==> config.mk <==
export PLATFORM = sky130hd
export DESIGN_NAME = token_bucket_rate_limiter_flat
export DESIGN_NICKNAME = d
export VERILOG_FILES = /design/src/rtl/core/tbrl_pkg.sv /design/src/rtl/core/tbrl_in_if.sv /design/src/rtl/core/tbrl_out_if.sv /design/src/rtl/core/tbrl_cfg_if.sv /design/src/rtl/core/tbrl_step.sv /design/src/rtl/core/token_bucket_rate_limiter.sv /design/src/flat_wrapper.sv
export SDC_FILE = /design/constraint.sdc
export NUM_CORES = 1
export LEC_CHECK = 0
export BUFFER_PORTS_ARGS = -buffer_cell sky130_fd_sc_hd__buf_4
export CAP_MARGIN = 20
export CORE_MARGIN = 5
export CORE_UTILIZATION = 40
export CTS_CLUSTER_SIZE = 24
export DETAILED_ROUTE_END_ITERATION = 8
export PLACE_DENSITY = 0.57
export SYNTH_ARGS = -nofsm -noshare
export SYNTH_HDL_FRONTEND = slang
export SYNTH_SLANG_ARGS = --single-unit
==> constraint.sdc <==
create_clock -name i_clk -period 4.9 [get_ports i_clk]
set_clock_uncertainty 0.2 [all_clocks]
set_input_delay 0.98 -clock i_clk [delete_from_list [all_inputs] [get_ports i_clk]]
set_output_delay 0.98 -clock i_clk [all_outputs]
set_load 0.005 [all_outputs]
==> src/rtl/core/tbrl_pkg.sv <==
// Token bucket rate limiter package: widths, item and register codes,
// state and configuration structs shared by the core and the interfaces.
// No dependencies.
package tbrl_pkg;

    localparam int TOKEN_WIDTH  = 16;
    localparam int PERIOD_WIDTH = 16;
    localparam int MODE_WIDTH   = 2;
    localparam int CFG_IDX_WIDTH = 2;
    localparam int CFG_DATA_WIDTH = 16;

    typedef logic [TOKEN_WIDTH-1:0]    t_tokens;
    typedef logic [PERIOD_WIDTH-1:0]   t_period;
    typedef logic [MODE_WIDTH-1:0]     t_mode;
    typedef logic [CFG_IDX_WIDTH-1:0]  t_cfg_idx;
    typedef logic [CFG_DATA_WIDTH-1:0] t_cfg_data;

    localparam t_mode MODE_TICK    = 2'd0;
    localparam t_mode MODE_CONSUME = 2'd1;
    localparam t_mode MODE_STOP    = 2'd2;

    localparam t_cfg_idx REG_BUCKET_CAPACITY = 2'd0;
    localparam t_cfg_idx REG_REFILL_AMOUNT   = 2'd1;
    localparam t_cfg_idx REG_REFILL_PERIOD   = 2'd2;

    localparam t_tokens CAPACITY_RESET = t_tokens'(1024);
    localparam t_tokens AMOUNT_RESET   = t_tokens'(1);
    localparam t_period PERIOD_RESET   = t_period'(1);

    typedef struct packed {
        t_tokens level;
        t_period count;
        logic    running;
        logic    stopped;
    } t_state;

    typedef struct packed {
        t_tokens capacity;
        t_tokens amount;
        t_period period;
    } t_cfg;

    typedef struct packed {
        t_mode   mode;
        t_tokens request_tokens;
    } t_item;

    typedef struct packed {
        logic    granted;
        t_tokens tokens_now;
        logic    refill_active;
        logic    halted;
    } t_result;

endpackage

==> src/rtl/core/tbrl_in_if.sv <==
// Input item channel: valid/ready handshake with mode and token count.
// Depends on tbrl_pkg.
interface tbrl_in_if import tbrl_pkg::*; ();
    logic    valid;
    logic    ready;
    t_mode   mode;
    t_tokens request_tokens;

    modport source (output valid, output mode, output request_tokens, input ready);
    modport sink   (input valid, input mode, input request_tokens, output ready);
endinterface

==> src/rtl/core/tbrl_out_if.sv <==
// Result channel: valid/ready handshake with grant and bucket status.
// Depends on tbrl_pkg.
interface tbrl_out_if import tbrl_pkg::*; ();
    logic    valid;
    logic    ready;
    logic    granted;
    t_tokens tokens_now;
    logic    refill_active;
    logic    halted;

    modport source (output valid, output granted, output tokens_now,
                    output refill_active, output halted, input ready);
    modport sink   (input valid, input granted, input tokens_now,
                    input refill_active, input halted, output ready);
endinterface

==> src/rtl/core/tbrl_cfg_if.sv <==
// Configuration write channel: valid/ready handshake, register index, data.
// Depends on tbrl_pkg.
interface tbrl_cfg_if import tbrl_pkg::*; ();
    logic      valid;
    logic      ready;
    t_cfg_idx  index;
    t_cfg_data data;

    modport source (output valid, output index, output data, input ready);
    modport sink   (input valid, input index, input data, output ready);
endinterface

==> src/rtl/core/tbrl_step.sv <==
// Next-state logic of the bucket for one item: tick, consume or stop.
// Depends on tbrl_pkg.
module tbrl_step import tbrl_pkg::*; (
    input  t_state  i_state,
    input  t_cfg    i_cfg,
    input  t_item   i_item,
    output t_state  o_state,
    output logic    o_granted
);
    t_period               period_eff;
    t_period               count_inc;
    logic [TOKEN_WIDTH:0]  sum;
    t_tokens               refilled;

    always_comb begin
        period_eff = (i_cfg.period == '0) ? t_period'(1) : i_cfg.period;
        count_inc  = i_state.count + t_period'(1);
        sum        = {1'b0, i_state.level} + {1'b0, i_cfg.amount};
        refilled   = (sum > {1'b0, i_cfg.capacity}) ? i_cfg.capacity
                                                    : sum[TOKEN_WIDTH-1:0];
        o_state    = i_state;
        o_granted  = 1'b0;
        case (i_item.mode)
            MODE_TICK: begin
                if (!i_state.stopped && i_state.running) begin
                    if (count_inc >= period_eff) begin
                        o_state.level   = refilled;
                        o_state.count   = '0;
                        o_state.running = (refilled != i_cfg.capacity);
                    end else begin
                        o_state.count = count_inc;
                    end
                end
            end
            MODE_CONSUME: begin
                if (!i_state.stopped && (i_item.request_tokens <= i_state.level)) begin
                    o_state.level = i_state.level - i_item.request_tokens;
                    o_granted     = 1'b1;
                    if (!i_state.running) begin
                        o_state.running = 1'b1;
                        o_state.count   = '0;
                    end
                end
            end
            MODE_STOP: begin
                if (!i_state.stopped) begin
                    o_state.running = 1'b0;
                    o_state.count   = '0;
                    o_state.stopped = 1'b1;
                end
            end
            default: begin
                o_state = i_state;
            end
        endcase
    end
endmodule

==> src/rtl/core/token_bucket_rate_limiter.sv <==
// Token bucket rate limiter top level: input register, bucket state update,
// output register. Depends on tbrl_pkg, the channel interfaces and tbrl_step.
//
// Accepts one item (tick, consume or stop) every clock cycle while the output
// is not stalled and returns one result per item: the item is held in the
// input register and its result in the output register, with the bucket
// update between them combinational. Configuration writes are taken every
// cycle and must be issued only while no transaction is in flight. Writing
// the capacity refills the bucket to the new capacity.
module token_bucket_rate_limiter import tbrl_pkg::*; (
    input  logic       i_clk,
    input  logic       i_rst_n,
    tbrl_in_if.sink    i_in,
    tbrl_out_if.source o_out,
    tbrl_cfg_if.sink   i_cfg
);
    t_cfg    r_cfg;
    t_state  r_state;
    t_state  n_state;
    logic    r_in_valid;
    t_item   r_in;
    logic    r_out_valid;
    t_result r_out;
    logic    step_granted;
    logic    advance;

    assign advance    = r_in_valid && (!r_out_valid || o_out.ready);
    assign i_in.ready = i_rst_n && (!r_in_valid || advance);
    assign i_cfg.ready = i_rst_n;

    tbrl_step u_step (
        .i_state   (r_state),
        .i_cfg     (r_cfg),
        .i_item    (r_in),
        .o_state   (n_state),
        .o_granted (step_granted)
    );

    always_ff @(posedge i_clk) begin
        if (!i_rst_n) begin
            r_in_valid <= 1'b0;
        end else if (i_in.ready) begin
            r_in_valid <= i_in.valid;
        end
        if (i_in.valid && i_in.ready) begin
            r_in.mode           <= i_in.mode;
            r_in.request_tokens <= i_in.request_tokens;
        end
    end

    always_ff @(posedge i_clk) begin
        if (!i_rst_n) begin
            r_out_valid <= 1'b0;
        end else if (advance) begin
            r_out_valid <= 1'b1;
        end else if (o_out.ready) begin
            r_out_valid <= 1'b0;
        end
        if (advance) begin
            r_out.granted       <= step_granted;
            r_out.tokens_now    <= n_state.level;
            r_out.refill_active <= n_state.running;
            r_out.halted        <= n_state.stopped;
        end
    end

    always_ff @(posedge i_clk) begin
        if (!i_rst_n) begin
            r_cfg.capacity  <= CAPACITY_RESET;
            r_cfg.amount    <= AMOUNT_RESET;
            r_cfg.period    <= PERIOD_RESET;
            r_state.level   <= CAPACITY_RESET;
            r_state.count   <= '0;
            r_state.running <= 1'b1;
            r_state.stopped <= 1'b0;
        end else begin
            if (advance) begin
                r_state <= n_state;
            end
            if (i_cfg.valid) begin
                case (i_cfg.index)
                    REG_BUCKET_CAPACITY: begin
                        r_cfg.capacity <= t_tokens'(i_cfg.data);
                        r_state.level  <= t_tokens'(i_cfg.data);
                    end
                    REG_REFILL_AMOUNT: begin
                        r_cfg.amount <= t_tokens'(i_cfg.data);
                    end
                    REG_REFILL_PERIOD: begin
                        r_cfg.period <= t_period'(i_cfg.data);
                    end
                    default: begin
                        r_cfg <= r_cfg;
                    end
                endcase
            end
        end
    end

    assign o_out.valid         = r_out_valid;
    assign o_out.granted       = r_out.granted;
    assign o_out.tokens_now    = r_out.tokens_now;
    assign o_out.refill_active = r_out.refill_active;
    assign o_out.halted        = r_out.halted;
endmodule
==> src/flat_wrapper.sv <==
// flat-port wrapper written by rule: the top's interface ports become plain ports
module token_bucket_rate_limiter_flat import tbrl_pkg::*;
  (i_clk, i_rst_n, i_in_valid, i_in_mode, i_in_request_tokens, i_in_ready, o_out_valid, o_out_granted, o_out_tokens_now, o_out_refill_active, o_out_halted, o_out_ready, i_cfg_valid, i_cfg_index, i_cfg_data, i_cfg_ready);
  tbrl_in_if i_in_i ();
  tbrl_out_if o_out_i ();
  tbrl_cfg_if i_cfg_i ();
  input  logic i_clk;
  input  logic i_rst_n;
  input wire logic [$bits(i_in_i.valid)-1:0] i_in_valid;
  input wire logic [$bits(i_in_i.mode)-1:0] i_in_mode;
  input wire logic [$bits(i_in_i.request_tokens)-1:0] i_in_request_tokens;
  output wire logic [$bits(i_in_i.ready)-1:0] i_in_ready;
  output wire logic [$bits(o_out_i.valid)-1:0] o_out_valid;
  output wire logic [$bits(o_out_i.granted)-1:0] o_out_granted;
  output wire logic [$bits(o_out_i.tokens_now)-1:0] o_out_tokens_now;
  output wire logic [$bits(o_out_i.refill_active)-1:0] o_out_refill_active;
  output wire logic [$bits(o_out_i.halted)-1:0] o_out_halted;
  input wire logic [$bits(o_out_i.ready)-1:0] o_out_ready;
  input wire logic [$bits(i_cfg_i.valid)-1:0] i_cfg_valid;
  input wire logic [$bits(i_cfg_i.index)-1:0] i_cfg_index;
  input wire logic [$bits(i_cfg_i.data)-1:0] i_cfg_data;
  output wire logic [$bits(i_cfg_i.ready)-1:0] i_cfg_ready;
  assign i_in_i.valid = i_in_valid;
  assign i_in_i.mode = i_in_mode;
  assign i_in_i.request_tokens = i_in_request_tokens;
  assign i_in_ready = i_in_i.ready;
  assign o_out_valid = o_out_i.valid;
  assign o_out_granted = o_out_i.granted;
  assign o_out_tokens_now = o_out_i.tokens_now;
  assign o_out_refill_active = o_out_i.refill_active;
  assign o_out_halted = o_out_i.halted;
  assign o_out_i.ready = o_out_ready;
  assign i_cfg_i.valid = i_cfg_valid;
  assign i_cfg_i.index = i_cfg_index;
  assign i_cfg_i.data = i_cfg_data;
  assign i_cfg_ready = i_cfg_i.ready;
  token_bucket_rate_limiter u_core (.i_clk(i_clk), .i_rst_n(i_rst_n), .i_in(i_in_i), .o_out(o_out_i), .i_cfg(i_cfg_i));
endmodule
## Yosys cells after proc, flatten, opt, wreduce, memory -nomap -nowiden

Index checks and enable logic that the tools add are counted.

- Flip-flop bits (word level): 121
- Output and inout port bits: 22
- Bits of input ports: 41
- Word-level logic and storage cells: 67

- Mux-type cells: 18
- Add/sub/neg operators: 3
- Order comparisons: 3
- Reduce and logical (&&, ||, !) cells: 19
- Equal/unequal tests: 9

Operator list:

| cell | number |
|---|---|
| $mux W16 | 6 |
| $mux W33 | 2 |
| $pmux W17 S3 | 1 |
| $mux W34 | 1 |
| $pmux W16 S2 | 1 |
| $mux W18 | 1 |
| $add A16 B16 Y17 | 1 |
| $gt A17 B16 Y1 | 1 |
| $mux W17 | 1 |
| $add A16 B1 Y16 const B | 1 |
| $ge A16 B16 Y1 | 1 |
| $le A16 B16 Y1 | 1 |
| $logic_not A16 Y1 | 1 |
| $ne A16 B16 Y1 | 1 |
| $sub A16 B16 Y16 | 1 |
| $ne A2 B2 Y1 const B | 4 |
| $reduce_and A2 Y1 | 3 |
| $reduce_and A6 Y1 | 1 |
| $logic_and A1 B1 Y1 | 5 |
| $mux W1 | 5 |
| $eq A2 B1 Y1 const B | 2 |
| $eq A2 B2 Y1 const B | 2 |
| $logic_not A2 Y1 | 2 |
| $logic_not A1 Y1 | 3 |
| 3 further kinds | 4 |

## Logic depth before layout (Yosys ltp)

- Depth in word-level cells: 10
- Mapped depth: 20
- Depth with buffers taken out: 18

## Hierarchy

A second synthesis with hierarchy kept.

- Cell total of the unflattened synthesis: 982
- Area total of the unflattened synthesis: 8,236.6 um^2

Modules (own cells, without submodules):

| module | area each (um^2) | sequential area each (um^2) | cells each | times used |
|---|---|---|---|---|
| token_bucket_rate_limiter | 4,322.9 | 2,792.7 | 426 | 1 |
| tbrl_step | 3,913.8 | 0.0 | 556 | 1 |

## Least setup slack after synthesis

OpenSTA, ideal clock, no wires.

- Path kind: reg2reg
- Start point: register u_core.r_state[18] in the netlist's numbering
- End point: register, netlist name u_core.o_out.tokens_now[14]
- Arrival time: 4.030 ns
- Path buffers: 2
- Clock period less this slack: 4.495 ns
- Setup time: 0.265 ns
- Slack: 0.405 ns
- Cell stages (with the launch flop): 19
- Required time: 4.435 ns
- Path through: dfxtp_1 > ha_1 > inv_1 > fa_1 > nand2b_1 > a21oi_1 > clkbuf_1 > o211ai_1 > nand3_1 > xor2_1 > ha_1 > nand3_1 > a21oi_1 > a2111oi_0 > o31ai_1 > a211oi_2 > buf_4 > o31ai_1 > or3_1

RTL lines:

| item | RTL line | source |
|---|---|---|
| start, declared | token_bucket_rate_limiter.sv:18 | `t_state r_state;` |
| start signal, assigned | token_bucket_rate_limiter.sv:78 | `r_state <= n_state;` |

==> impl_metrics.env <==
export IMPL_chipWidth_um=158
export IMPL_synth_enable_flop_cells=37
export IMPL_hold_viol=0
export IMPL_ys_warnings_count=0
export IMPL_rows=54
export IMPL_synth_seq_cells=121
export IMPL_setup_ws_ps=191
export IMPL_routabilityCongestion=0.948
export IMPL_fin_nets=1259
export IMPL_post_synth_top_count_cell="sky130_fd_sc_hd__nand2_1"
export IMPL_io_pin_count=63
export IMPL_post_route_min_period_ps=4710
export IMPL_clock_tree_htree_level_count=4
export IMPL_p_total_mw=3.03
export IMPL_per_instance_average_area_after_synthesis_sq_um=8.11
export IMPL_critPathSlowestCell="sky130_fd_sc_hd__dfxtp_1"
export IMPL_leakage_nw=4.25
export IMPL_track_usage_pct=22.9
export IMPL_drt_antenna_violating_nets=0
export IMPL_wl_mm=28.4
export IMPL_yosysUniqueCellTypes=83
export IMPL_finalInstanceArea_sq_um=10300
export IMPL_cp_max_fo=15
export IMPL_clk_latency_ps=430
export IMPL_synth_cells=1078
export IMPL_timing_setup_tns_ps=0
export IMPL_cp_end_kind="register"
export IMPL_cts_root_buf="sky130_fd_sc_hd__clkbuf_16"
export IMPL_cap_violations=0
export IMPL_required_ps=5020
export IMPL_max_slew_margin_rel_pct=27.7
export IMPL_detail_route_drc_violations=0
export IMPL_drt_pre_antenna_iters=5
export IMPL_core_area_sq_um=21700
export IMPL_n_diodes=0
export IMPL_max_stage_delay_on_crit_path_ps=430
export IMPL_post_route_cells_drive_above_1_share_pct=15.6
export IMPL_hpwlAfterDp_mm=21.8
export IMPL_finalSetupViolCount=0
export IMPL_crit_path_cell_trace="ha_1 > buf_4 > a311oi_4 > a211o_1 > nand4b_1 > a211o_1 > nand2_1 > inv_1 > ha_1 > a21o_1 > a2111oi_2 > o31ai_2 > a211oi_4 > buf_12 > buf_4 > mux2i_1 > o221ai_1 > a31o_1"
export IMPL_drt_iter0_markers=597
export IMPL_critPathCapture="u_core.r_state[24]$_SDFF_PN0_"
export IMPL_cts_inserted_buffers=17
export IMPL_min_path_type="register to register"
export IMPL_final_core_utilization_pct=47.7
export IMPL_netlist_top_cells_count="sky130_fd_sc_hd__nand2_1 (169), sky130_fd_sc_hd__dfxtp_1 (84), sky130_fd_sc_hd__inv_1 (70), sky130_fd_sc_hd__ha_1 (65), sky130_fd_sc_hd__a21oi_1 (61)"
export IMPL_post_cts_repair_setup_buffers=0
export IMPL_critical_path_startpoint="u_core.r_state[22]$_SDFF_PN0_"
export IMPL_grt_antenna_before_repair=0
export IMPL_timing_fmax_mhz=212
export IMPL_asyncSetResetFlopFracSynth_pct=0
export IMPL_pre_cts_slack_ps=13.1
export IMPL_count_of_vias_placed_by_the_detailed_router=8252
export IMPL_synth_area_leaders="sky130_fd_sc_hd__dfxtp_1 (19%), sky130_fd_sc_hd__edfxtp_1 (13%), sky130_fd_sc_hd__ha_1 (9.3%)"
export IMPL_post_route_period_util_pct=96.1
export IMPL_grt_max_degree=59
export IMPL_port_buffers=62
export IMPL_synth_cell_area_sq_um=8740
export IMPL_detail_route_wl_per_cell_um=19.7
export IMPL_tritoncts_clock_tree="built"
export IMPL_synth_sequential_area_ratio_pct=31.9
export IMPL_worst_setup_hold_path_clk_slew_ps=60
export IMPL_crit_type="register to register"
export IMPL_crit_buf_inv=4
export IMPL_synth_top_cell_area_share_pct=19.2
export IMPL_ys_flop_type="sky130_fd_sc_hd__dfxtp_1"
export IMPL_vdd_ir_drop_worst_v=0.000239
export IMPL_global_route_overflow_total=0
export IMPL_grt_pass1_wl_mm=43.7
export IMPL_postCtsHoldBufs=0
export IMPL_worst_r2r_cell_count=18
export IMPL_r2r_start="u_core.r_state[22]$_SDFF_PN0_"
export IMPL_setup_reg_to_reg_worst_slack_ps=190
export IMPL_crit_family="compound AO/OA/AOI/OAI gates"
export IMPL_final_max_slew_viol_count=0
export IMPL_fp_dieH_um=158
export IMPL_r2r_end="u_core.r_state[24]$_SDFF_PN0_"
export IMPL_startpoint_type="register"
export IMPL_power_per_cell_area_nw_per_um2=293
export IMPL_synthesis_nets=1186
export IMPL_slew_at_the_pin_closest_to_its_max_slew_limit_ps=1080
export IMPL_placedInstanceArea_sq_um=9730
export IMPL_floorplan_initialDensity_pct=40.3
export IMPL_count_of_cell_instances_traversed_by_the_critical_path=18
export IMPL_clock_tree_buffer_depth=2
export IMPL_post_drt_via_cell_ratio=5.71
export IMPL_worst_endpoint_arrival_ps=4830
export IMPL_cts_sinks=121
export IMPL_via_count_of_the_first_global_routing_pass=7656
export IMPL_flow_area_growth_from_synthesis_pct=18.3
export IMPL_die_area_sq_um=24900
export IMPL_result_of_the_run="finished, final reports clean"
export IMPL_netlist_top_cell_by_area="sky130_fd_sc_hd__dfxtp_1"
-- report_power, final --
group	total, mW	switching [mW]	internal (mW)
sequential	1.12	0.0424	1.08
clock	1.20	0.535	0.664
combinational	0.711	0.402	0.309
total	3.03	0.979	2.05
-- cell families after synthesis --
| kind of cell | after synthesis | synth area share [%] |
|---|---|---|
| fa+ha+maj | 67 | 9.76 |
| mux | 14 | 1.62 |
| flops | 121 | 31.9 |
| buf+inv | 133 | 5.99 |
| compound gates | 302 | 24.3 |
| simple gates | 396 | 21.7 |
| xor+xnor | 45 | 4.66 |
-- worst min path at each step --
stage	start	endpoint	slack, ps	depth (start not counted)
4_1_cts	u_core.r_cfg[16]$_SDFFE_PN1P_	u_core.r_cfg[16]$_SDFFE_PN1P_	280	2
3_3_place_gp	u_core.r_cfg[39]$_SDFFE_PN0P_	u_core.r_cfg[39]$_SDFFE_PN0P_	250	2
5_1_grt	u_core.r_cfg[24]$_SDFFE_PN0P_	u_core.r_cfg[24]$_SDFFE_PN0P_	300	2
2_1_floorplan	u_core.r_cfg[0]$_SDFFE_PN1P_	u_core.r_cfg[0]$_SDFFE_PN1P_	240	2
6_report	u_core.r_state[17]$_SDFFE_PN0P_	u_core.r_state[17]$_SDFFE_PN0P_	280	2
3_5_place_dp	u_core.r_state[17]$_SDFFE_PN0P_	u_core.r_state[17]$_SDFFE_PN0P_	270	2
-- final cells by class --
type / count / area (sq um)
clock buffers: 17 / 425
clock inverters: 15 / 130
repair buffers: 116 / 883
inverters: 71 / 267
multi-input cells: 824 / 5500
fillers: 2143 / 11300
well taps: 280 / 350
flip-flops and latches: 121 / 2800
-- state kept, by name (all words and copies together) (netlist names) --
register                    flops
u_core.r_cfg                   48
u_core.r_state                 34
u_core.r_in                    18
u_core.o_out.tokens_now        16
u_core.o_out.granted            1
u_core.o_out.halted             1
u_core.o_out.refill_active      1
u_core.o_out.valid              1
u_core.r_in_valid               1
-- per-layer routing --
metal / up-vias / routed length (um) / GRT usage [%]
met2: 270 / 12700 / 35.8
met5: - / 0 / 0
li1: 4048 / - / -
met4: 0 / 479 / 5.33
met3: 36 / 1800 / 4.07
met1: 3898 / 13400 / 32.9
-- worst min-delay path, stage by stage, from the launching register on --
cell and delay [ps]:
sky130_fd_sc_hd__dfxtp_1 320, sky130_fd_sc_hd__nand2_1 60, sky130_fd_sc_hd__a21boi_1 50
-- stage by stage --
step	instances	hold WS (ps)
after floorplan	1078	243
after global placement	1412	255
after detailed placement	1412	267
after CTS	1444	277
after global routing	1444	299
final	1444	275
-- cell usage in the layout, fill, tap and decap left out, types with 6 or more instances in the layout --
| cell | Yosys | layout |
|---|---|---|
| sky130_fd_sc_hd__inv_1 | 70 | 70 |
| sky130_fd_sc_hd__or2_2 | 6 | 6 |
| sky130_fd_sc_hd__nor2_1 | 54 | 53 |
| sky130_fd_sc_hd__nand2_1 | 169 | 169 |
| sky130_fd_sc_hd__clkbuf_16 | 0 | 17 |
| sky130_fd_sc_hd__and3_1 | 15 | 15 |
| sky130_fd_sc_hd__edfxtp_1 | 37 | 37 |
| sky130_fd_sc_hd__a21oi_1 | 61 | 61 |
| sky130_fd_sc_hd__nand4_1 | 9 | 9 |
| sky130_fd_sc_hd__o21ai_0 | 31 | 31 |
| sky130_fd_sc_hd__o22ai_1 | 14 | 14 |
| sky130_fd_sc_hd__o2111ai_1 | 7 | 7 |
| sky130_fd_sc_hd__nand3b_1 | 11 | 11 |
| sky130_fd_sc_hd__a21o_1 | 11 | 11 |
| sky130_fd_sc_hd__and2_1 | 8 | 8 |
| sky130_fd_sc_hd__a31o_1 | 6 | 6 |
| sky130_fd_sc_hd__dfxtp_1 | 84 | 82 |
| sky130_fd_sc_hd__inv_6 | 0 | 7 |
| sky130_fd_sc_hd__o21ai_1 | 13 | 13 |
| sky130_fd_sc_hd__o31ai_1 | 7 | 6 |
| sky130_fd_sc_hd__nand3_1 | 45 | 45 |
| sky130_fd_sc_hd__o211a_1 | 6 | 6 |
| sky130_fd_sc_hd__xor2_1 | 14 | 13 |
| sky130_fd_sc_hd__nand2b_1 | 11 | 11 |
| sky130_fd_sc_hd__a211oi_1 | 14 | 13 |
| sky130_fd_sc_hd__mux2i_1 | 13 | 13 |
| sky130_fd_sc_hd__nor4_1 | 7 | 7 |
| sky130_fd_sc_hd__ha_1 | 65 | 64 |
| sky130_fd_sc_hd__a21boi_0 | 46 | 46 |
| sky130_fd_sc_hd__o211ai_1 | 11 | 11 |
| sky130_fd_sc_hd__nor2b_1 | 8 | 8 |
| sky130_fd_sc_hd__a31oi_1 | 9 | 9 |
| sky130_fd_sc_hd__nor3_1 | 22 | 21 |
| sky130_fd_sc_hd__buf_4 | 2 | 115 |
| sky130_fd_sc_hd__xnor2_1 | 30 | 30 |
-- timing repair --
item,4_1_cts,5_1_grt
hold endpoints to repair,0,0
pin swaps,0,1
gates resized for setup,1,14
endpoints found under the setup margin,1,34
cloned,0,0
(Power assumes the default switching activity.)
